--- src/rtl/core/date_diff_pkg.sv ---
// ----------------------------------------------------------------------------
// date_diff_pkg
// Types, constants and day count functions for the date difference block.
// ----------------------------------------------------------------------------
package date_diff_pkg;

    localparam int YEAR_W  = 14;
    localparam int MONTH_W = 4;
    localparam int DAY_W   = 5;
    localparam int DIFF_W  = 23;
    localparam int ORD_W   = 23;
    localparam int MSTART_W = 9;
    localparam int Q25_W   = 9;

    localparam logic [ORD_W-1:0]   DAYS_PER_YEAR = ORD_W'(365);
    localparam logic [12:0]        DIV25_MUL     = 13'd5243;   // ceil(2^17 / 25)
    localparam int                 DIV25_SHIFT   = 17;
    localparam logic [MONTH_W-1:0] MONTH_LAST_IDX = 4'd12;
    localparam logic [MONTH_W-1:0] MONTH_MAR_IDX  = 4'd2;
    localparam logic [MONTH_W-1:0] MONTH_OVER     = 4'd13;

    localparam logic signed [DIFF_W:0] DIFF_MAX = (DIFF_W+1)'(4194303);
    localparam logic signed [DIFF_W:0] DIFF_MIN = -(DIFF_W+1)'(4194304);

    typedef logic [YEAR_W-1:0]         t_year;
    typedef logic [MONTH_W-1:0]        t_month;
    typedef logic [DAY_W-1:0]          t_day;
    typedef logic [ORD_W-1:0]          t_ordinal;
    typedef logic signed [DIFF_W-1:0]  t_diff;

    typedef struct packed {
        t_year  year;
        t_month month;
        t_day   day;
    } t_date;

    // floor(x / 25), exact for 13-bit x
    function automatic logic [Q25_W-1:0] div25(input logic [12:0] x);
        logic [25:0] p;
        p = 26'(x) * 26'(DIV25_MUL);
        return p[25:DIV25_SHIFT];
    endfunction

    // days before the month in a common year; index 12 is the whole year
    function automatic logic [MSTART_W-1:0] month_start(input t_month idx);
        logic [MSTART_W-1:0] v;
        unique case (idx)
            4'd0:    v = 9'd0;
            4'd1:    v = 9'd31;
            4'd2:    v = 9'd59;
            4'd3:    v = 9'd90;
            4'd4:    v = 9'd120;
            4'd5:    v = 9'd151;
            4'd6:    v = 9'd181;
            4'd7:    v = 9'd212;
            4'd8:    v = 9'd243;
            4'd9:    v = 9'd273;
            4'd10:   v = 9'd304;
            4'd11:   v = 9'd334;
            4'd12:   v = 9'd365;
            default: v = 9'd0;
        endcase
        return v;
    endfunction

    // proleptic Gregorian day count, year zero leap
    function automatic t_ordinal ordinal(input t_date dt);
        logic [14:0]        y3;
        logic [14:0]        y99;
        logic [14:0]        y399;
        logic [12:0]        ceil4;
        logic [Q25_W-1:0]   c100;
        logic [Q25_W-1:0]   f100;
        logic [Q25_W-1:0]   c400;
        logic [Q25_W-1:0]   f400;
        t_month             idx;
        logic               leap;
        t_ordinal           n;
        y3    = {1'b0, dt.year} + 15'd3;
        y99   = {1'b0, dt.year} + 15'd99;
        y399  = {1'b0, dt.year} + 15'd399;
        ceil4 = y3[14:2];
        c100  = div25(y99[14:2]);
        f100  = div25({1'b0, dt.year[13:2]});
        c400  = div25({2'b0, y399[14:4]});
        f400  = div25({3'b0, dt.year[13:4]});
        if (dt.month == '0) begin
            idx = '0;
        end else if (dt.month >= MONTH_OVER) begin
            idx = MONTH_LAST_IDX;
        end else begin
            idx = dt.month - 4'd1;
        end
        leap = ((dt.year[1:0] == 2'b00) && (c100 != f100)) || (c400 == f400);
        n = ORD_W'(dt.year) * DAYS_PER_YEAR
          + ORD_W'(ceil4) - ORD_W'(c100) + ORD_W'(c400)
          + ORD_W'(month_start(idx))
          + ORD_W'(leap && (idx >= MONTH_MAR_IDX))
          + ORD_W'(dt.day);
        return n;
    endfunction

endpackage

--- src/rtl/core/date_difference_in_days.sv ---
// ----------------------------------------------------------------------------
// date_difference_in_days
// Signed day count from a first to a second Gregorian date.
// ----------------------------------------------------------------------------
// Pipeline: input register, then result register, with the day count computed
// combinationally between them. Throughput: one transaction per cycle while
// the receiver does not stall; a receiver stall backs up into o_stall.
// Reset: synchronous, active low; clears both valid flags, payload unreset.
// ----------------------------------------------------------------------------
module date_difference_in_days (
    input  logic                                  i_clk,
    input  logic                                  i_rst_n,
    input  logic                                  i_valid,
    output logic                                  o_stall,
    input  logic [date_diff_pkg::YEAR_W-1:0]      i_first_year,
    input  logic [date_diff_pkg::MONTH_W-1:0]     i_first_month,
    input  logic [date_diff_pkg::DAY_W-1:0]       i_first_day,
    input  logic [date_diff_pkg::YEAR_W-1:0]      i_second_year,
    input  logic [date_diff_pkg::MONTH_W-1:0]     i_second_month,
    input  logic [date_diff_pkg::DAY_W-1:0]       i_second_day,
    output logic                                  o_valid,
    input  logic                                  i_stall,
    output logic signed [date_diff_pkg::DIFF_W-1:0] o_day_difference
);
    import date_diff_pkg::*;

    logic      r_in_valid;
    t_date     r_first;
    t_date     r_second;
    logic      r_out_valid;
    t_diff     r_diff;
    t_diff     n_diff;

    logic      out_ready;
    logic      in_ready;
    t_ordinal  ord_first;
    t_ordinal  ord_second;
    logic signed [DIFF_W:0] raw_diff;

    assign out_ready = !r_out_valid || !i_stall;
    assign in_ready  = !r_in_valid || out_ready;
    assign o_stall   = !in_ready;

    always_ff @(posedge i_clk) begin
        if (!i_rst_n) begin
            r_in_valid <= 1'b0;
        end else if (in_ready) begin
            r_in_valid <= i_valid;
        end
    end

    always_ff @(posedge i_clk) begin
        if (in_ready && i_valid) begin
            r_first  <= '{year: i_first_year, month: i_first_month, day: i_first_day};
            r_second <= '{year: i_second_year, month: i_second_month, day: i_second_day};
        end
    end

    always_comb begin
        ord_first  = ordinal(r_first);
        ord_second = ordinal(r_second);
        raw_diff   = $signed({1'b0, ord_second}) - $signed({1'b0, ord_first});
        if (raw_diff > DIFF_MAX) begin
            n_diff = DIFF_W'(DIFF_MAX);
        end else if (raw_diff < DIFF_MIN) begin
            n_diff = DIFF_W'(DIFF_MIN);
        end else begin
            n_diff = raw_diff[DIFF_W-1:0];
        end
    end

    always_ff @(posedge i_clk) begin
        if (!i_rst_n) begin
            r_out_valid <= 1'b0;
        end else if (out_ready) begin
            r_out_valid <= r_in_valid;
        end
    end

    always_ff @(posedge i_clk) begin
        if (out_ready && r_in_valid) begin
            r_diff <= n_diff;
        end
    end

    assign o_valid          = r_out_valid;
    assign o_day_difference = r_diff;

endmodule

--- config.mk ---
export PLATFORM = sky130hd
export DESIGN_NAME = date_difference_in_days
export DESIGN_NICKNAME = d
export VERILOG_FILES = /design/src/rtl/core/date_diff_pkg.sv /design/src/rtl/core/date_difference_in_days.sv
export SDC_FILE = /design/constraint.sdc
export NUM_CORES = 2
export LEC_CHECK = 0
export BUFFER_PORTS_ARGS = -buffer_cell sky130_fd_sc_hd__buf_2
export CORE_MARGIN = 1
export CORE_UTILIZATION = 55
export CTS_BUF_LIST = sky130_fd_sc_hd__clkbuf_8
export DETAILED_ROUTE_END_ITERATION = 12
export PLACE_DENSITY_LB_ADDON = 0.15
export SKIP_CTS_REPAIR_TIMING = 1
export SYNTH_ARGS = -nofsm -noshare
export SYNTH_HDL_FRONTEND = slang
export SYNTH_SLANG_ARGS = --single-unit
--- constraint.sdc ---
create_clock -name i_clk -period 16.25 [get_ports i_clk]
set_clock_uncertainty 0.05 [all_clocks]
set_input_delay 3.25 -clock i_clk [delete_from_list [all_inputs] [get_ports i_clk]]
set_output_delay 3.25 -clock i_clk [all_outputs]
set_load 0.02 [all_outputs]
== Yosys cells after proc, flatten, opt, wreduce, memory -nomap -nowiden ==
Memory sizes are Yosys's and may differ from the RTL's.
Index checks and enable logic that the tools add are counted.

* Register bits: 71
* Bits in read-only memories: 288
* Input port bits: 50
* Memories: 2

* Add/sub/neg operators: 21
* $mul: 10
* $lt $le $gt $ge: 6
* Equality and inequality tests: 4
* Muxes and demuxes: 5
* Reduce and logical (&&, ||, !) cells: 18

{| class="wikitable"
|+ Memories
! name !! words !! width !! rd ports !! clocked after Yosys merged registers in !! write ports !! line !! source
|-
| (name not given) || 16 || 9 || 1 || 0 || 0 || date_diff_pkg.sv:47 || <nowiki>unique case (idx)</nowiki>
|-
| (name not given) || 16 || 9 || 1 || 0 || 0 || date_diff_pkg.sv:47 ||
|}

{| class="wikitable"
|+ Operators with widths
! kind !! count
|-
| 13-bit by 13-bit multiplier with 26-bit output (second input constant) || 2
|-
| 12-bit by 13-bit multiplier with 25-bit output (second input constant) || 2
|-
| 11-bit by 13-bit multiplier with 24-bit output (second input constant) || 2
|-
| 23-bit by 1-bit adder with 23-bit output || 2
|-
| 23-bit by 13-bit adder with 23-bit output || 2
|-
| 23-bit by 5-bit adder with 23-bit output || 2
|-
| 23-bit by 7-bit adder with 23-bit output || 2
|-
| 23-bit by 9-bit adder with 23-bit output || 2
|-
| 10-bit by 13-bit multiplier with 23-bit output (second input constant) || 2
|-
| 14-bit by 9-bit multiplier with 23-bit output (second input constant) || 2
|-
| 23-bit by 9-bit subtractor with 23-bit output || 2
|-
| 14-bit by 2-bit adder with 15-bit output (second input constant) || 2
|-
| 14-bit by 7-bit adder with 15-bit output (second input constant) || 2
|-
| 14-bit by 9-bit adder with 15-bit output (second input constant) || 2
|-
| 24-bit by 23-bit > comparator with 1-bit output (second input constant) || 1
|-
| 24-bit by 23-bit < comparator with 1-bit output (second input constant) || 1
|-
| 23-bit by 23-bit subtractor with 24-bit output || 1
|-
| 23-bit 2-to-1 mux || 1
|-
| 9-bit by 8-bit inequality test with 1-bit output || 2
|-
| 4-bit 2-to-1 mux || 4
|-
| 7-bit by 6-bit == test with 1-bit output || 2
|-
| 4-bit by 2-bit greater-or-equal comparator with 1-bit output (second input constant) || 2
|-
| 4-bit greater-or-equal comparator (second input constant) || 2
|-
| 4-bit logical NOT || 2
|-
| other kinds (5) || 18
|}

== Logic depth before layout (Yosys ltp) ==
* Depth in word-level cells: 11
* Depth in mapped cells: 57
* Gate-level depth less buffers: 56

== Worst setup path after synthesis ==
OpenSTA, ideal clock, no wires.

* Path type: reg-to-reg
* Start point: register r_first[11] in the netlist's numbering
* End point: register r_diff[1] (netlist: o_day_difference[1]) (data pin)
* Data arrival time: 12.727 ns
* Required time: 15.946 ns
* Slack: 3.219 ns
* Stages on the path, launching flop included: 56
* Buffers on the path: 1
* Period minus slack after synthesis: 13.031 ns
* Path through: edfxtp_1 -> inv_1 -> ha_1 -> inv_1 -> o21ai_0 -> nand3_1 -> nand2_1 -> nand2_1 -> nand2_1 -> nand2_1 -> xnor2_1 -> ha_1 -> inv_1 -> fa_1 -> inv_1 -> fa_1 -> inv_1 -> fa_1 -> [... 20 more ...] -> o21ai_1 -> o41ai_2 -> o21ai_1 -> o311ai_0 -> nand2b_1 -> xnor2_1 -> ha_1 -> a21o_1 -> a21o_1 -> a21o_1 -> a21oi_1 -> nor2b_1 -> a2111o_1 -> a21oi_2 -> xnor2_2 -> nor2_8 -> buf_8 -> nor2_1

* Cells in the longest elaborated chain, start to end: 11

{| class="wikitable"
|+ Ends and longest elaborated chain
! element !! line !! source
|-
| start: declaration || date_difference_in_days.sv:28 || <nowiki>t_date r_first;</nowiki>
|-
| start signal: assignment || date_difference_in_days.sv:54 || <nowiki>r_first <= '{year: i_first_year, month: i_first_month, day: i_first_day};</nowiki>
|-
| branches (longest 6 deep; another with 14-bit by 9-bit multiplier with 23-bit output) || -- ||
|-
| 23-bit by 1-bit adder with 23-bit output * || date_diff_pkg.sv:98 || <nowiki>+ ORD_W'(leap && (idx >= MONTH_MAR_IDX))</nowiki>
|-
| 23-bit by 5-bit adder with 23-bit output * || date_diff_pkg.sv:99 || <nowiki>+ ORD_W'(dt.day);</nowiki>
|-
| 23-bit by 23-bit subtractor with 24-bit output * || date_difference_in_days.sv:62 || <nowiki>raw_diff = $signed({1'b0, ord_second}) - $signed({1'b0, ord_first});</nowiki>
|-
| 24-bit by 23-bit < comparator with 1-bit output || date_difference_in_days.sv:65 || <nowiki>end else if (raw_diff < DIFF_MIN) begin</nowiki>
|-
| 23-bit 2-to-1 mux || date_difference_in_days.sv:65 ||
|-
| end signal: assignment || date_difference_in_days.sv:82 || <nowiki>r_diff <= n_diff;</nowiki>
|-
| end: declaration || date_difference_in_days.sv:31 || <nowiki>t_diff r_diff;</nowiki>
|}

Every way passes the cells marked *.
A chain may end at the register's enable or synchronous reset.

== Worst setup path in the final report ==
* Start point: register r_first[14] in the netlist's numbering
* End point: register r_diff[5] (netlist: o_day_difference[5]) (data pin)

The elaborated chain is that of the path after synthesis.

==> results.ini <==
[synth]
synth-edff-count = 69
synthTopCellsByArea = ha_1, fa_1, inv_1
synth.ff_latch_count = 71
synth_top_area_share = 0.308
syn-num-nets = 4690
ys_warn_count = 0
avgSynthCellArea_um2 = 9.72
synthFlopType = edfxtp_1
synthMostInstantiatedCell = inv_1
synthArstFlopShare = 0
yosysUniqueCellTypes = 91
synth_top_area_cell = ha_1
syn_inst = 3345
syn_area_um2 = 32500
yosysSeqAreaShare = 0.0650
synth_common_cells = inv_1, ha_1, fa_1

[worst_setup_path]
crit_type = flop to flop
cp_max_fo = 19
arrival_ns = 15.64
cp-end-kind = flop
start_kind = flop
cpMaxStageDelayCell = edfxtp_1
critPathRequiredTime_ns = 16.39
slowest_delay_ns = 0.88
r2r-start = r_first[14]$_DFFE_PP_
crit_path_start = r_first[14]$_DFFE_PP_

[timing]
tightest_slew_ns = 1.34
rsz0062_at_grt = no
drv_slew = 0
finalHoldViolations = 0
finalSetupViolations = 0
max_slew_margin = 0.0991
finalCritPeriodShare = 0.954
tns_ns = 0
fmax_mhz = 64.5
period_minus_slack_ns = 15.50

[detailed_routing]
drt-initial-drc-count = 1103
firstDrtPassIters = 5
post_drt_wl_per_cell_um = 19.6
route.detailed.drc = 0
ant_nets = 0
vias = 23080
viasPerCell = 5.50
drt-total-wl_mm = 82.2

[clocking]
cts_sinks = 71
insertion_delay_ns = 0.46
cts.path.max_buffers = 2
tritoncts = yes
clkTransAtPathRegs_ns = 0.12
ctsHtreeMaxLevel = 3
root_buffer = clkbuf_8
cts_buffers = 9

[cells_and_area]
area_growth_pct = 4.96
design_area_um2 = 34100
final_core_util = 0.588
drive_above_1_share = 0.0472
nNetsFinal = 4769
antenna_cells = 0

[place]
place.port_buffers = 74
place.gp.congestion = 0.973
placed_area_um2 = 33900
hpwl_mm = 72.9

[die]
io_pins = 75
start_util = 0.560
core_um2 = 58000
die_width_um = 245
floorplan.rows = 88
dieArea_um2 = 60100
dieHeight_um = 245

[grt]
grt_first_pass_wirelength_mm = 133
grt_max_degree = 36
antenna_found_initial = 0
grt_pass1_vias = 25132
grt_usage = 0.286
overflow = 0

[run_status]
outcome = completed

[run]
maxCapViolations = 0

[worst_hold_path]
holdCritStartpoint = r_in_valid$_SDFFE_PN0N_
min_path_type = flop to flop

[metrics by stage]
step / std cells / worst slack (ns) / hold WS, ns
after global routing: 4194 / 0.0608 / 0.505
after CTS: 4194 / 0.409 / 0.478
after global placement: 4178 / 0.885 / 0.432
after detailed placement: 4178 / 0.551 / 0.461
after floorplan: 3345 / 3.22 / 0.416
final: 4194 / 0.754 / 0.473
[per-layer routing]
layer	GRT usage	wire, µm
met1	0.351	34200
met2	0.505	41200
met3	0.0324	3130
met4	0.122	3680
met5	0	0
[state kept, by name (all words and copies together), names as in the netlist]
signal and count:
o_day_difference 23, o_valid 1, r_first 23, r_in_valid 1, r_second 23
[critical path, delay by kind of cell, from the launching register on]
family / cells / cell delay (ns)
simple gates: 7 / 1.52
xor+xnor: 4 / 1.26
flops: 1 / 0.88
compound gates: 14 / 4.11
buf+inv: 8 / 1.11
fa+ha+maj: 15 / 6.26
[kinds of logic after synthesis]
logic type / Yosys count / synth area share
AOI/OAI and AO/OA: 409 / 0.0857
muxes: 6 / 0.00189
adders and majority gates: 1298 / 0.614
buffers and inverters: 913 / 0.106
xor gates and xnor gates: 204 / 0.0602
and+or+nand+nor: 444 / 0.0676
DFF: 71 / 0.0650
[worst paths after layout]
kind | slack [ns] | to | depth (start not counted)
worst min register to register | 0.47 | o_valid$_SDFFE_PN0P_ | 2
worst max-delay path | 0.75 | o_day_difference[5]$_SDFFCE_PN1P_ | 48
worst max register to register | 0.75 | o_day_difference[5]$_SDFFCE_PN1P_ | 48
worst min-delay path | 0.47 | o_valid$_SDFFE_PN0P_ | 2
[area by class of cell]
type | count | area (µm²)
clock buffers | 9 | 124
clock inverters | 7 | 109
fillers | 4969 | 23900
inverters | 891 | 3340
multi-input cells | 2361 | 27000
flip-flops and latches | 71 | 2110
well taps | 765 | 957
repair buffers | 90 | 490
[placed cells by master (no fill, tap or decap), types with 6 or more instances in the layout]
cell type / synthesis / routed
a31oi_1: 12 / 12
nand4_1: 16 / 16
o21bai_1: 9 / 9
a211o_1: 6 / 6
inv_1: 891 / 891
a211oi_1: 15 / 15
a21o_1: 46 / 46
buf_4: 0 / 16
a21boi_0: 8 / 7
a21oi_2: 12 / 12
nor2_1: 99 / 99
ha_1: 801 / 801
nand2_1: 115 / 115
nand2b_1: 17 / 17
o21ai_0: 72 / 71
edfxtp_1: 69 / 69
o21a_1: 14 / 14
or2_2: 11 / 11
buf_2: 0 / 74
nand3_1: 51 / 51
nor3_1: 41 / 41
or3_1: 11 / 11
a21oi_1: 119 / 119
clkbuf_8: 0 / 9
xnor2_1: 147 / 144
and2_1: 14 / 14
fa_1: 494 / 494
xor2_1: 44 / 44
o21ai_1: 7 / 8
and3_1: 24 / 24
nor2b_1: 21 / 20
xnor3_1: 8 / 8
Power is left out: the tool's default activity adds up to more than one toggle a clock period on the data nets, which glitch-free logic cannot reach.
